--- config.mk ---
export PLATFORM = sky130hd
export DESIGN_NAME = fav_ctrl
export DESIGN_NICKNAME = d
export VERILOG_FILES = /design/src/hw/rtl/fav_pkg.sv /design/src/hw/rtl/fav_ctrl.sv
export SDC_FILE = /design/constraint.sdc
export NUM_CORES = 1
export LEC_CHECK = 0
export BUFFER_PORTS_ARGS = -buffer_cell sky130_fd_sc_hd__buf_4
export CORE_AREA = 8 8 45 47
export CTS_BUF_LIST = sky130_fd_sc_hd__clkbuf_8
export DETAILED_ROUTE_END_ITERATION = 10
export DIE_AREA = 0 0 53 55
export SYNTH_ARGS = -nofsm -noshare
export SYNTH_HDL_FRONTEND = slang
export SYNTH_SLANG_ARGS = --single-unit
--- constraint.sdc ---
create_clock -name i_clk -period 1.03 [get_ports i_clk]
set_input_delay 0.103 -clock i_clk [delete_from_list [all_inputs] [get_ports i_clk]]
set_output_delay 0.103 -clock i_clk [all_outputs]
set_load 0.005 [all_outputs]
--- src/hw/rtl/fav_pkg.sv ---
// Package for the force admittance velocity step block.
// Holds the controller states, command and status structs, register codes and constants.
// Has no dependencies; every other file of the block imports it.
package fav_pkg;

    typedef enum logic [3:0] {
        S_IDLE,
        S_ERR,
        S_FUN,
        S_MUL1,
        S_SHIFT,
        S_MUL2,
        S_DIVZ,
        S_WAITZ,
        S_DIVA,
        S_WAITA,
        S_FIN
    } t_state;

    typedef enum logic [2:0] {
        REG_TARGET = 3'd0,
        REG_IMASS  = 3'd1,
        REG_DAMP   = 3'd2,
        REG_LIMIT  = 3'd3,
        REG_DBAND  = 3'd4,
        REG_SETTLE = 3'd5
    } t_reg_idx;

    typedef enum logic {
        DIV_SEL_Z = 1'b0,
        DIV_SEL_A = 1'b1
    } t_div_sel;

    typedef struct packed {
        logic signed [17:0] target_force;
        logic [16:0]        inverse_mass;
        logic [9:0]         damping;
        logic [19:0]        speed_limit;
        logic [16:0]        speed_deadband;
        logic [16:0]        settle_band;
    } t_cfg;

    typedef struct packed {
        logic     load;
        logic     err;
        logic     fun;
        logic     mul1;
        logic     shift;
        logic     mul2;
        logic     div_go;
        t_div_sel div_sel;
        logic     save_dv;
        logic     fin;
    } t_cmd;

    typedef struct packed {
        logic div_done;
    } t_stat;

    localparam t_cfg CFG_RESET = '{
        target_force:   18'sd10000,
        inverse_mass:   17'd4369,
        damping:        10'd20,
        speed_limit:    20'd50000,
        speed_deadband: 17'd1000,
        settle_band:    17'd4000
    };

    // Rounded-up reciprocals: 2^57 / 15625 after a shift by 6, and 2^36 / 125 after a
    // shift by 3, which give the exact truncated quotients by 1000000 and by 1000.
    localparam logic [43:0] RECIP_Z       = 44'd9223372036855;
    localparam logic [43:0] RECIP_A       = 44'd549755814;
    localparam logic [1:0]  DIV_LAST_STEP = 2'd3;

    localparam logic signed [31:0] APPROACH_SPEED = -32'sd20000;
    localparam logic signed [31:0] SWEEP_SPEED    = 32'sd1000000;
    localparam logic signed [31:0] ACCEL_MAX      = 32'sd2000000;

    localparam logic [6:0] SETTLE_TICKS    = 7'd100;
    localparam logic [7:0] SWEEP_LAST      = 8'd199;
    localparam logic [7:0] SWEEP_POS_END   = 8'd80;
    localparam logic [7:0] SWEEP_PAUSE_END = 8'd100;
    localparam logic [7:0] SWEEP_NEG_END   = 8'd180;

endpackage

--- src/hw/rtl/fav_ctrl.sv ---
// Controller state machine that sequences the datapath steps for one transaction.
// Also owns the input ready and the output valid flag.
// Depends on fav_pkg.
module fav_ctrl (
    input  logic           i_clk,
    input  logic           i_rst_n,
    input  logic           i_s_tvalid,
    input  logic           i_m_tready,
    input  fav_pkg::t_stat i_stat,
    output logic           o_s_tready,
    output logic           o_m_tvalid,
    output fav_pkg::t_cmd  o_cmd
);
    import fav_pkg::*;

    t_state r_state;
    t_state n_state;
    logic   r_valid;
    logic   n_valid;

    always_ff @(posedge i_clk) begin
        if (!i_rst_n) begin
            r_state <= S_IDLE;
            r_valid <= 1'b0;
        end else begin
            r_state <= n_state;
            r_valid <= n_valid;
        end
    end

    always_comb begin
        n_state       = r_state;
        n_valid       = r_valid & ~i_m_tready;
        o_cmd         = '0;
        o_cmd.div_sel = DIV_SEL_Z;
        o_s_tready    = 1'b0;
        case (r_state)
            S_IDLE: begin
                o_s_tready = 1'b1;
                if (i_s_tvalid) begin
                    o_cmd.load = 1'b1;
                    n_state    = S_ERR;
                end
            end
            S_ERR: begin
                o_cmd.err = 1'b1;
                n_state   = S_FUN;
            end
            S_FUN: begin
                o_cmd.fun = 1'b1;
                n_state   = S_MUL1;
            end
            S_MUL1: begin
                o_cmd.mul1 = 1'b1;
                n_state    = S_SHIFT;
            end
            S_SHIFT: begin
                o_cmd.shift = 1'b1;
                n_state     = S_MUL2;
            end
            S_MUL2: begin
                o_cmd.mul2 = 1'b1;
                n_state    = S_DIVZ;
            end
            S_DIVZ: begin
                o_cmd.div_go = 1'b1;
                n_state      = S_WAITZ;
            end
            S_WAITZ: begin
                if (i_stat.div_done) begin
                    o_cmd.save_dv = 1'b1;
                    n_state       = S_DIVA;
                end
            end
            S_DIVA: begin
                o_cmd.div_go  = 1'b1;
                o_cmd.div_sel = DIV_SEL_A;
                n_state       = S_WAITA;
            end
            S_WAITA: begin
                if (i_stat.div_done) begin
                    n_state = S_FIN;
                end
            end
            S_FIN: begin
                if (!r_valid || i_m_tready) begin
                    o_cmd.fin = 1'b1;
                    n_valid   = 1'b1;
                    n_state   = S_IDLE;
                end
            end
            default: begin
                n_state = S_IDLE;
            end
        endcase
    end

    assign o_m_tvalid = r_valid;

endmodule

=== Yosys cells after proc, flatten, opt, wreduce, memory -nomap -nowiden ===
Index checks and enable logic that the tools add are counted.

* Bits in registers: 5
* Word-level logic and storage cells: 44

* Reduce and logical (&&, ||, !) cells: 5
* Equality and inequality tests: 14
* Bitwise operators: 2
* Multiplexer cells: 21

{| class="wikitable"
|+ Operators by type and width
! kind !! number
|-
| $pmux W4 S11 || 1
|-
| $eq A4 B3 Y1 const B || 4
|-
| $mux W1 || 16
|-
| $mux W4 || 4
|-
| $eq A4 B4 Y1 const B || 3
|-
| $eq A4 B2 Y1 const B || 2
|-
| $ne A2 B2 Y1 const B || 4
|-
| $eq A4 B1 Y1 const B || 1
|-
| $logic_not A4 Y1 || 1
|-
| $reduce_and A4 Y1 || 1
|-
| $reduce_or A2 Y1 || 1
|-
| $and A1 B1 Y1 || 1
|-
| $logic_not A1 Y1 || 1
|-
| $logic_or A1 B1 Y1 || 1
|-
| $not A1 Y1 || 1
|}

=== Longest topological paths before layout ===
Gate-level depths: netlist of run 1.

* Word-level depth: 4
* Gate-level depth with buffers: 5
* Mapped depth without buffers: 4

=== Worst setup path after synthesis of run 1 ===
Ideal clock, no wire load.

* Path kind: register to output
* From: reg r_state[2]
* To: out o_cmd[3] (netlist name)
* Stages on the path, launching flop included: 4
* Arrival: 989 ps
* Slack: -62 ps
* Cell sequence: dfxtp_1 > buf_6 > or3_1 > a21oi_1

{| class="wikitable"
|+ RTL lines
! what !! line !! text
|-
| from (decl) || fav_ctrl.sv:16 || <nowiki>t_state r_state;</nowiki>
|-
| from (signal assigned) || fav_ctrl.sv:26 || <nowiki>r_state <= n_state;</nowiki>
|-
| to (decl) || fav_ctrl.sv:12 || <nowiki>output fav_pkg::t_cmd o_cmd</nowiki>
|}

==> results of run 1 <==
[power groups by stage]
stage               clock [mW]  sequential (mW)  combinational [mW]
finish                   0.352            0.250               0.399
detailed placement           0            0.250               0.225
global placement             0            0.251               0.225
global route             0.373            0.253               0.431
CTS                      0.362            0.246               0.354
floorplan                    0            0.225               0.147
[area by class of cell]
class                           instances  share of cell area
Clock buffer                            3              0.0469
Tap cell                               16              0.0228
Multi-Input combinational cell         41               0.427
Clock inverter                          1             0.00427
Inverter                                3              0.0128
Timing Repair Buffer                   36               0.358
Sequential cell                         5               0.128
[per-layer routing]
| layer | wire [microns] | track usage | share of wire | up-vias |
|---|---|---|---|---|
| li1 | - | - | - | 257 |
| met1 | 507 | 0.101 | 0.38 | 225 |
| met2 | 751 | 0.172 | 0.56 | 11 |
| met3 | 77 | 0.0321 | 0.057 | 2 |
| met4 | 16 | 0.0647 | 0.012 | 0 |
| met5 | 0 | 0 | 0 | - |
[how the worst max path moves through the flow]
| stage | startpoint | end | slack [ns] | depth (start not counted) |
|---|---|---|---|---|
| detailed placement | r_state[0] | r_state[3] | -0.17 | 4 |
| floorplan | r_state[1] | r_state[1] | -0.02 | 4 |
| global placement | r_state[0] | o_cmd[1] | -0.16 | 3 |
| CTS | r_state[1] | o_cmd[3] | -0.27 | 3 |
| global route | r_state[3] | o_cmd[3] | -0.31 | 4 |
| finish | r_state[1] | o_cmd[3] | -0.27 | 3 |
[placed cells by master (no fill, tap or decap), types with 2 or more instances in the layout]
| master | count |
|---|---|
| o21ai_0 | 2 |
| nor2_4 | 3 |
| nor3_4 | 2 |
| a21oi_2 | 2 |
| buf_4 | 24 |
| nor2_1 | 4 |
| clkbuf_8 | 3 |
| nand2b_4 | 3 |
| and2_1 | 2 |
| dfxtp_4 | 3 |
| a21oi_1 | 4 |
| inv_2 | 3 |
| buf_6 | 12 |
| nor3_2 | 2 |
[what timing repair did]
item	in CTS	in global routing
setup endpoints to repair	16	15
gates resized for setup	31	16
buffers inserted	8	1
pin swaps	9	7
endpoints found under the hold margin	0	0
[cells by family (layout without fill, tap and decap cells)]
group           Yosys count  after routing  synth area share
flops                     5              5             0.256
compound gates           13             13             0.183
buf+inv                   7             43             0.125
simple gates             28             28             0.436
[critical path: cells and delay by family (launching register included)]
family / cells / cell delay, ns
AO/OA/AOI/OAI: 1 / 0.11
buffers and inverters: 1 / 0.11
flip-flops: 1 / 0.36
AND/OR/NAND/NOR: 1 / 0.38
[per-stage QoR]
step | setup WS (ns) | util
after detailed placement | -0.168 | 0.420
after floorplan | -0.0154 | -
final | -0.266 | 0.636
after CTS | -0.268 | 0.574
after global routing | -0.308 | 0.636
after global placement | -0.156 | 0.420
[state kept, by name, summed over array words and instances (netlist names)]
name / count
o_m_tvalid: 1
r_state: 4
==> summary.txt, run 1 <==
Setup path
  • Slowest-stage cell, CP: or3_4
  • Worst Setup Path Type: reg -> out
  • Worst R2R End: r_state[1]
  • CP max FO: 6
  • Worst Setup End Kind: primary output
  • Critical path arrival: approximately 1.2 ns
  • Worst endpoint required time: around 0.93 ns
  • Slowest stage delay, CP: 0.38 ns
  • Reg2Reg Setup Slack: -0.12 ns
  • CP Cell Sequence: or3_4 -> a21oi_2 -> buf_4
  • RR Startpoint: r_state[1]
  • Worst-case reg-to-reg path depth: 5
  • Critical Path Source Type: flop

Finish
  • Filler Cell Count: roughly 110
  • Cell Count, Final, Fillers Out: roughly 110
  • Layout area overhead: 125%
  • Register area: 113 sq um
  • Cell area after layout: a little under 900 sq um
  • Footprint of the multi-input gates: approximately 380 sq um
  • Nets: 95
  • # diodes: 0
  • Layout cells sized above 1: 0.742

STA
  • Crit path time final: around 1.3 ns
  • Period utilization: 1.26
  • Slew Limit Fails: 0
  • WHS: roughly 0.13 ns
  • RSZ-0062 raised after global routing: yes
  • Setup TNS: -2.08 ns
  • Clock skew: between 0.001 and 0.0015 ns
  • Fmax: approximately 770 MHz
  • Worst Tran Pin Value: between 0.2 and 0.25 ns
  • Final setup fails: 15
  • Hold Vio Cnt, Final: 0
  • Slew margin rel.: 0.859
  • Final setup margin: -0.266 ns

Synth
  • Syn_nets: 58
  • Post-synth top area cell: dfxtp_1
  • Ys async rst share: 0
  • Post-synthesis cell count: 53
  • Sequential area share after synthesis: 0.256
  • Top post-synthesis cells by count: nor2_1 (7), a21oi_1 (6), dfxtp_1 (5), nor3_1 (5), nand2b_1 (4)
  • Synth top area share: 0.256
  • Flops & latches, synth: 5
  • Post-synth top flop: dfxtp_1
  • Top-count cell post-synth: nor2_1
  • Synth top area cells: dfxtp_1 (26%), a21oi_1 (7.7%), nor2_1 (6.7%), nand2b_1 (6.4%), nor3_1 (6.4%)
  • Post-synth EDFFs: 0
  • Synthesized cell area: 390 sq um
  • Synth Warn #: 0
  • Synth cell types: 22
  • Post-Syn Area per Cell: about 7.4 sq um

Detailed routing
  • Drt initial violations: 4
  • Overall via count from detail_route: a little under 500
  • Routed wire length: 1350 microns
  • # DRC: 0
  • WL/cell: around 13 microns
  • Initial DRT Pass Iterations: 4
  • Avg Vias per Cell: ~4.7
  • Post-DRT Antenna Nets: 0

Clocking
  • H-tree lvl count: 1
  • TritonCTS clock tree: yes
  • CTS max path bufs: 2
  • Num CTS Buffers: 3
  • Clock transition at the registers of the reported paths: ~0.040 ns
  • Root buffer cell: clkbuf_8
  • Hold-fix buffers, CTS: 0
  • CTS sink cnt: 5
  • Clk_lat worst skew: 0.22 ns

Pwr
  • Net switching power: 301 uW
  • Overall Power: around 1 mW
  • Switching Share: 0.301
  • Clk pwr share: 0.351
  • Leak Pwr: ~0.37 nW
  • Max VDD drop: 0.802 mV
  • Comb pwr share: 0.399
  • PD cells: 1140 nW/um^2
  • Sequential power share: 0.250
  • Power Internal: between 600 and 700 uW

Floorplan
  • # rows: 14
  • Die ar.: 2920 sq um
  • Die Width: around 53 microns
  • Die Ht: 55 microns
  • I/O Pins: 17
  • Initial Utilization: 0.282
  • Core footprint: roughly 1400 sq um

GRT
  • Vias in the first global route: approximately 490
  • Pin count of the biggest net entering global routing: 9
  • Grt total ovfl: 0
  • GRT Overall Usage: 0.0990
  • First-pass GRT wire length: about 2100 microns
  • Initial antenna violation count: 0

Worst hold path
  • Hold path startpoint: i_rst_n
  • Hold Path End: o_m_tvalid
  • Hold path cells: 2
  • Worst Hold Class: in -> reg

Placement
  • Post-DP HPWL: between 800 and 900 microns
  • Gp weighted congestion: slightly above 0.8
  • Placed cell area: 581 sq um
  • Dpl cells: between 90 and 100
  • PortBufs: 16

Status
  • Violated checks: setup timing
  • Outcome: finished with violations

Flow run
  • Max-Cap Viols: 0
Note: power is estimated with default switching activity, not from simulation.
==> inputs of run 2 (changes only) <==
ABC_AREA = 1   (was default)
==> summary.txt, run 2 <==
Status
  • Outcome: finished with violations (unchanged)
  • Violated checks: setup timing (unchanged)

Worst hold path
  • Worst Hold Class: in -> reg (unchanged)
  • Hold path startpoint: i_rst_n (unchanged)

Clocking
  • Clk_lat worst skew: 0.23 ns (was 0.22 ns)
  • CTS max path bufs: 2 (unchanged)
  • Clock transition at the registers of the reported paths: 0.04 ns (about the same)
  • Num CTS Buffers: 3 (unchanged)
  • CTS sink cnt: 5 (unchanged)
  • Root buffer cell: clkbuf_8 (unchanged)
  • TritonCTS clock tree: yes (unchanged)
  • H-tree lvl count: 1 (unchanged)
  • Hold-fix buffers, CTS: 0 (unchanged)

Placement
  • Dpl cells: 107 (was 92)
  • Gp weighted congestion: 0.777 (was 0.817)
  • Placed cell area: 588 sq um (was 581 sq um)
  • PortBufs: 16 (unchanged)
  • Post-DP HPWL: 1030 microns (was 880 microns)

Setup path
  • Worst Setup Path Type: reg -> out (unchanged)
  • Worst Setup End Kind: primary output (unchanged)
  • Reg2Reg Setup Slack: -0.10 ns (was -0.12 ns)
  • Delay-heaviest family, CP: flip-flops (was simple AND/OR/NAND/NOR gates)
  • Worst-case reg-to-reg path depth: 8 (was 5)
  • CP Cell Sequence: inv_2 -> nor2_4 -> nand2_1 -> nor2_1 -> buf_4 (was or3_4 -> a21oi_2 -> buf_4)
  • RR Startpoint: r_state[0] (was r_state[1])
  • Critical Path Source Type: flop (unchanged)
  • Slowest stage delay, CP: 0.40 ns (was 0.38 ns)
  • Slowest-stage cell, CP: dfxtp_4 (was or3_4)
  • Crit path from: r_state[1] (unchanged)
  • Worst endpoint required time: 0.93 ns (about the same)
  • Worst path depth: 5 (was 3)
  • Worst Path Buf+Inv: 2 (was 1)
  • Critical Path End: o_cmd[0] (was o_cmd[3])
  • Critical path arrival: 1.08 ns (was 1.19 ns)
  • CP max FO: 6 (unchanged)
  • Worst R2R End: r_state[3] (was r_state[1])

Pwr
  • Clk pwr share: 0.358 (was 0.351)
  • Switching Share: 0.342 (was 0.301)
  • Comb pwr share: 0.387 (was 0.399)
  • Power Internal: 667 uW (was 699 uW)
  • PD cells: 1300 nW/um^2 (was 1140 nW/um^2)
  • Max VDD drop: 0.991 mV (was 0.802 mV)
  • Leak Pwr: 0.400 nW (was 0.371 nW)
  • Net switching power: 346 uW (was 301 uW)
  • Sequential power share: 0.255 (was 0.250)

GRT
  • Initial antenna violation count: 0 (unchanged)
  • Vias in the first global route: 540 (was 487)
  • Grt total ovfl: 0 (unchanged)
  • First-pass GRT wire length: 2260 microns (was 2140 microns)
  • Pin count of the biggest net entering global routing: 7 (was 9)
  • GRT Overall Usage: 0.105 (was 0.0990)

STA
  • Worst Tran Pin Value: 0.223 ns (was 0.209 ns)
  • Crit path time final: 1.18 ns (was 1.30 ns)
  • Slew Limit Fails: 0 (unchanged)
  • RSZ-0062 raised after global routing: yes (unchanged)
  • Slew margin rel.: 0.851 (was 0.859)
  • Hold Vio Cnt, Final: 0 (unchanged)
  • Clock skew: 0.00447 ns (was 0.00149 ns)
  • Final setup margin: -0.154 ns (was -0.266 ns)
  • Final setup fails: 14 (was 15)
  • Fmax: 845 MHz (was 772 MHz)
  • Period utilization: 1.15 (was 1.26)

Finish
  • # diodes: 0 (unchanged)
  • Filler Cell Count: 153 (was 114)
  • Commonest non-fill, non-tap cell in the layout: buf_4 (unchanged)
  • Largest Register: r_state (unchanged)
  • Cell area after layout: 781 sq um (was 880 sq um)
  • Most frequent cells in the layout: buf_4 (19), inv_1 (9), inv_2 (7) (was buf_4 (24), buf_6 (12), nor2_1 (4), a21oi_1 (4))
  • Nets: 105 (was 95)
  • Layout cells sized above 1: 0.697 (was 0.742)
  • Layout area overhead: 86.8% (was 125%)
  • Max reg flops: 4 (unchanged)
  • Cell Count, Final, Fillers Out: 115 (was 105)

Detailed routing
  • # DRC: 0 (unchanged)
  • Drt initial violations: 1 (was 4)
  • WL/cell: 12.2 microns (was 12.9 microns)
  • Routed wire length: 1400 microns (was 1350 microns)
  • Overall via count from detail_route: 532 (was 495)
  • Initial DRT Pass Iterations: 2 (was 4)
  • Avg Vias per Cell: 4.63 (was 4.71)
  • Post-DRT Antenna Nets: 0 (unchanged)

Synth
  • Synth cell types: 16 (was 22)
  • Post-synth top flop: dfxtp_1 (unchanged)
  • Top post-synthesis cells by count: inv_1 (15), nor2_1 (13), nand2_1 (7) (was nor2_1 (7), a21oi_1 (6), dfxtp_1 (5), nor3_1 (5), nand2b_1 (4))
  • Synth Area in Compound Gates: 0.126 (was 0.183)
  • Post-synth EDFFs: 0 (unchanged)
  • Synth Warn #: 0 (unchanged)
  • Sequential area share after synthesis: 0.240 (was 0.256)
  • Synthesized cell area: 418 sq um (was 390 sq um)
  • Top-count cell post-synth: inv_1 (was nor2_1)
  • Synth top area cells: dfxtp_1 (24%), inv_1 (13%), nor2_1 (12%), nand2_2 (7.5%), nand2_1 (6.3%) (was dfxtp_1 (26%), a21oi_1 (7.7%), nor2_1 (6.7%), nand2b_1 (6.4%), nor3_1 (6.4%))
  • Mux share of post-synthesis cell area: 0 (unchanged)
  • Post-Synth Adder-Cell Area: 0 (unchanged)
  • Post-synthesis simple-gate area fraction: 0.464 (was 0.436)
  • Syn_nets: 76 (was 58)
  • Post-synth top area cell: dfxtp_1 (unchanged)
  • Ys async rst share: 0 (unchanged)
  • Main combinational cell family by area after synthesis: simple AND/OR/NAND/NOR gates (unchanged)
  • Post-Syn Area per Cell: 5.89 sq um (was 7.37 sq um)
  • Synth Area in XOR/XNOR: 0 (unchanged)
  • Flops & latches, synth: 5 (unchanged)
  • Synth top area share: 0.240 (was 0.256)
  • Post-synthesis cell count: 71 (was 53)

Floorplan
  • I/O Pins: 17 (unchanged)
  • # rows: 14 (unchanged)
  • Die Width: 53 microns (unchanged)
  • Initial Utilization: 0.302 (was 0.282)
  • Die ar.: 2920 sq um (unchanged)
  • Die Ht: 55 microns (unchanged)
  • Core footprint: 1380 sq um (unchanged)

Flow run
  • Max-Cap Viols: 0 (unchanged)
-- run 2: per-stage QoR --
step | TNS [ns] | power (mW) | hold WS [ns] | setup slack, ns | utilization
global placement | -0.521 | 0.510 | 0.332 | -0.123 | 0.425
detailed placement | -0.568 | 0.515 | 0.339 | -0.134 | 0.425
CTS | -1.60 | 0.980 | 0.109 | -0.162 | 0.538
global route | -2.38 | 1.07 | 0.129 | -0.206 | 0.564
floorplan | 0 | 0.386 | 0.201 | 0.0402 | -
finish | -1.56 | 1.01 | 0.105 | -0.154 | 0.564
-- run 2: worst min path at each step --
stage | endpoint | slack (ns) | cells after the start
after global placement | r_state[0] | 0.33 | 3
after floorplan | r_state[0] | 0.20 | 2
after detailed placement | r_state[0] | 0.34 | 3
final | r_state[0] | 0.11 | 3
after CTS | r_state[0] | 0.11 | 3
after global routing | r_state[0] | 0.13 | 3
-- run 2: what timing repair did --
action | in CTS | in global routing
resized for setup | 36 | 11
buffers inserted | 3 | 1
pin swaps | 9 | 4
setup endpoints to repair | 15 | 15
-- run 2: worst register-to-register path, cell delays in order (launching register included) --
cell	delay, ns
dfxtp_4	0.38
nand2_2	0.11
inv_4	0.06
nand2_4	0.08
inv_1	0.06
nor2_1	0.14
nand3_2	0.10
nand2_2	0.06
nor2_2	0.03
-- run 2: cell type report --
class	instances	area, sq um	area share
sequential	5	115	0.147
multi-input combinational	47	320	0.410
inverter	19	81.3	0.104
clock inverter	1	3.75	0.00481
timing repair buffer	24	199	0.255
tap	16	20.0	0.0256
clock buffer	3	41.3	0.0529
-- run 2: logic make-up after synthesis --
kind of cell / count (synthesis)
flops: 5
buf+inv: 19
compound gates: 10
simple gates: 37
-- run 2: routing by layer --
| layer | global-route usage | part of all wire |
|---|---|---|
| met3 | 0.0321 | 0.067 |
| met2 | 0.193 | 0.53 |
| met4 | 0.0776 | 0.034 |
| met1 | 0.0957 | 0.36 |
| met5 | 0 | 0 |
-- run 2: power by group through the flow --
| stage | Sequential [mW] | Clock [mW] | Combinational [mW] |
|---|---|---|---|
| finish | 0.258 | 0.363 | 0.393 |
| global route | 0.262 | 0.383 | 0.426 |
| CTS | 0.254 | 0.372 | 0.353 |
| detailed placement | 0.239 | 0 | 0.276 |
| global placement | 0.237 | 0 | 0.273 |
| floorplan | 0.234 | 0 | 0.152 |
==> inputs of run 3 (changes only) <==
BUFFER_PORTS_ARGS = -buffer_cell sky130_fd_sc_hd__buf_2   (was -buffer_cell sky130_fd_sc_hd__buf_4)
==> summary.txt, run 3 (synthesized netlist as in run 2, its figures left out) <==
STA
  • Setup TNS: -1.64 ns (was -1.56 ns)
  • RSZ-0062 raised after global routing: yes (unchanged)
  • Slew margin rel.: 0.807 (was 0.851)
  • Slew Limit Fails: 0 (unchanged)
  • Final setup fails: 15 (was 14)
  • Fmax: 841 MHz (was 845 MHz)
  • Final setup margin: -0.158 ns (was -0.154 ns)
  • Hold Vio Cnt, Final: 0 (unchanged)
  • Clock skew: 0.00243 ns (was 0.00447 ns)
  • Crit path time final: 1.19 ns (was 1.18 ns)
  • Worst Tran Pin Value: 0.286 ns (was 0.223 ns)
  • Period utilization: 1.15 (about the same)

Pwr
  • Power Internal: 623 uW (was 667 uW)
  • Switching Share: 0.329 (was 0.342)
  • Leak Pwr: 0.398 nW (was 0.400 nW)
  • Sequential power share: 0.272 (was 0.255)
  • PD cells: 1260 nW/um^2 (was 1300 nW/um^2)
  • Max VDD drop: 0.811 mV (was 0.991 mV)
  • Clk pwr share: 0.371 (was 0.358)
  • Net switching power: 305 uW (was 346 uW)
  • Overall Power: 927 uW (was 1.01 mW)
  • Comb pwr share: 0.357 (was 0.387)

Setup path
  • CP max FO: 5 (was 6)
  • Slowest stage delay, CP: 0.36 ns (was 0.40 ns)
  • Worst Setup End Kind: primary output (unchanged)
  • Critical path arrival: 1.09 ns (was 1.08 ns)
  • Worst-case reg-to-reg path depth: 9 (was 8)
  • Slowest-stage cell, CP: dfxtp_4 (unchanged)
  • CP Cell Sequence: buf_4 -> nor2_4 -> nand2_2 -> nor2_1 -> buf_2 (was inv_2 -> nor2_4 -> nand2_1 -> nor2_1 -> buf_4)
  • Worst Setup Path Type: reg -> out (unchanged)
  • Worst endpoint required time: 0.93 ns (about the same)
  • Critical Path Source Type: flop (unchanged)

Finish
  • Layout area overhead: 75.7% (was 86.8%)
  • Cell Count, Final, Fillers Out: 117 (was 115)
  • Final Util: 0.531 (was 0.564)
  • Largest Register: r_state (unchanged)
  • Filler Cell Count: 145 (was 153)
  • Layout cells sized above 1: 0.653 (was 0.697)
  • Commonest non-fill, non-tap cell in the layout: buf_2 (was buf_4)
  • Cell area after layout: 734 sq um (was 781 sq um)
  • Most frequent cells in the layout: buf_2 (16), inv_1 (11), nor2_1 (9) (was buf_4 (19), inv_1 (9), inv_2 (7))
  • Nets: 107 (was 105)
  • Max reg flops: 4 (unchanged)
  • # diodes: 0 (unchanged)

Detailed routing
  • Routed wire length: 1270 microns (was 1400 microns)
  • Initial DRT Pass Iterations: 4 (was 2)
  • Avg Vias per Cell: 4.32 (was 4.63)
  • Post-DRT Antenna Nets: 0 (unchanged)
  • # DRC: 0 (unchanged)
  • Drt initial violations: 3 (was 1)
  • Overall via count from detail_route: 505 (was 532)
  • WL/cell: 10.8 microns (was 12.2 microns)

GRT
  • GRT Overall Usage: 0.0895 (was 0.105)
  • Initial antenna violation count: 0 (unchanged)
  • Grt total ovfl: 0 (unchanged)
  • Pin count of the biggest net entering global routing: 7 (unchanged)
  • First-pass GRT wire length: 1950 microns (was 2260 microns)
  • Vias in the first global route: 483 (was 540)

Floorplan
  • Die ar.: 2920 sq um (unchanged)
  • Die Width: 53 microns (unchanged)
  • # rows: 14 (unchanged)
  • Initial Utilization: 0.302 (unchanged)
  • I/O Pins: 17 (unchanged)
  • Die Ht: 55 microns (unchanged)
  • Core footprint: 1380 sq um (unchanged)

Worst hold path
  • Hold path cells: 3 (unchanged)
  • Worst Hold Class: in -> reg (unchanged)

Placement
  • Gp weighted congestion: 0.797 (was 0.777)
  • PortBufs: 16 (unchanged)
  • Post-DP HPWL: 880 microns (was 1030 microns)
  • Placed cell area: 548 sq um (was 588 sq um)
  • Dpl cells: 107 (unchanged)

Clocking
  • Clk_lat worst skew: 0.22 ns (was 0.23 ns)
  • CTS sink cnt: 5 (unchanged)
  • Root buffer cell: clkbuf_8 (unchanged)
  • H-tree lvl count: 1 (unchanged)
  • CTS max path bufs: 2 (unchanged)
  • Num CTS Buffers: 3 (unchanged)
  • Clock transition at the registers of the reported paths: 0.04 ns (about the same)
  • TritonCTS clock tree: yes (unchanged)

Status
  • Outcome: finished with violations (unchanged)
  • Violated checks: setup timing (unchanged)

Flow run
  • Max-Cap Viols: 0 (unchanged)
[run 3: cell count changes in the layout (fill, tap and decap cells not counted), sizes merged]
cell	delta
buf	+2
[run 3: worst paths after layout]
| path | slack, ns | end | from |
|---|---|---|---|
| worst min register to register | 0.57 | o_m_tvalid | o_m_tvalid |
| worst min-delay path | 0.14 | r_state[0] | i_rst_n |
| worst max register to register | -0.12 | r_state[3] | r_state[2] |
| worst max-delay path | -0.16 | o_cmd[0] | r_state[2] |
[run 3: cell type report]
type | instances | area (sq um) | share of cell area
Multi-Input combinational cell | 47 | 308 | 0.419
Timing Repair Buffer | 26 | 170 | 0.232
Sequential cell | 5 | 115 | 0.157
Inverter | 19 | 76.3 | 0.104
Clock buffer | 3 | 41.3 | 0.0562
Tap cell | 16 | 20.0 | 0.0273
Clock inverter | 1 | 3.75 | 0.00511
[run 3: power by group through the flow]
stage | clock [mW] | combinational, mW | sequential [mW]
detailed placement | 0 | 0.248 | 0.236
global placement | 0 | 0.248 | 0.238
floorplan | 0 | 0.152 | 0.234
finish | 0.344 | 0.331 | 0.252
CTS | 0.349 | 0.284 | 0.241
global route | 0.380 | 0.359 | 0.256
[run 3: per-stage QoR]
stage               hold WS (ns)  setup WS [ns]
global placement           0.359         -0.124
global route               0.146         -0.228
finish                     0.142         -0.158
floorplan                  0.201         0.0402
CTS                        0.140         -0.141
detailed placement         0.362         -0.122
[run 3: repair_timing]
action / in CTS / in global routing
pin swaps: 9 / 9
endpoints found under the hold margin: 0 / 0
resized for setup: 24 / 13
buffers inserted: 4 / 2
hold buffers: 0 / 0
endpoints found under the setup margin: 15 / 16
[run 3: routing by layer]
| layer | GRT usage | routed length (microns) |
|---|---|---|
| met5 | 0 | 0 |
| met4 | 0.0388 | 10 |
| met3 | 0.0321 | 106 |
| met2 | 0.150 | 606 |
| met1 | 0.100 | 543 |
[run 3: critical path: cells and delay by family (launching register included)]
kind | cells | cell delay [ns]
buf+inv | 2 | 0.26
flops | 1 | 0.36
simple gates | 3 | 0.25
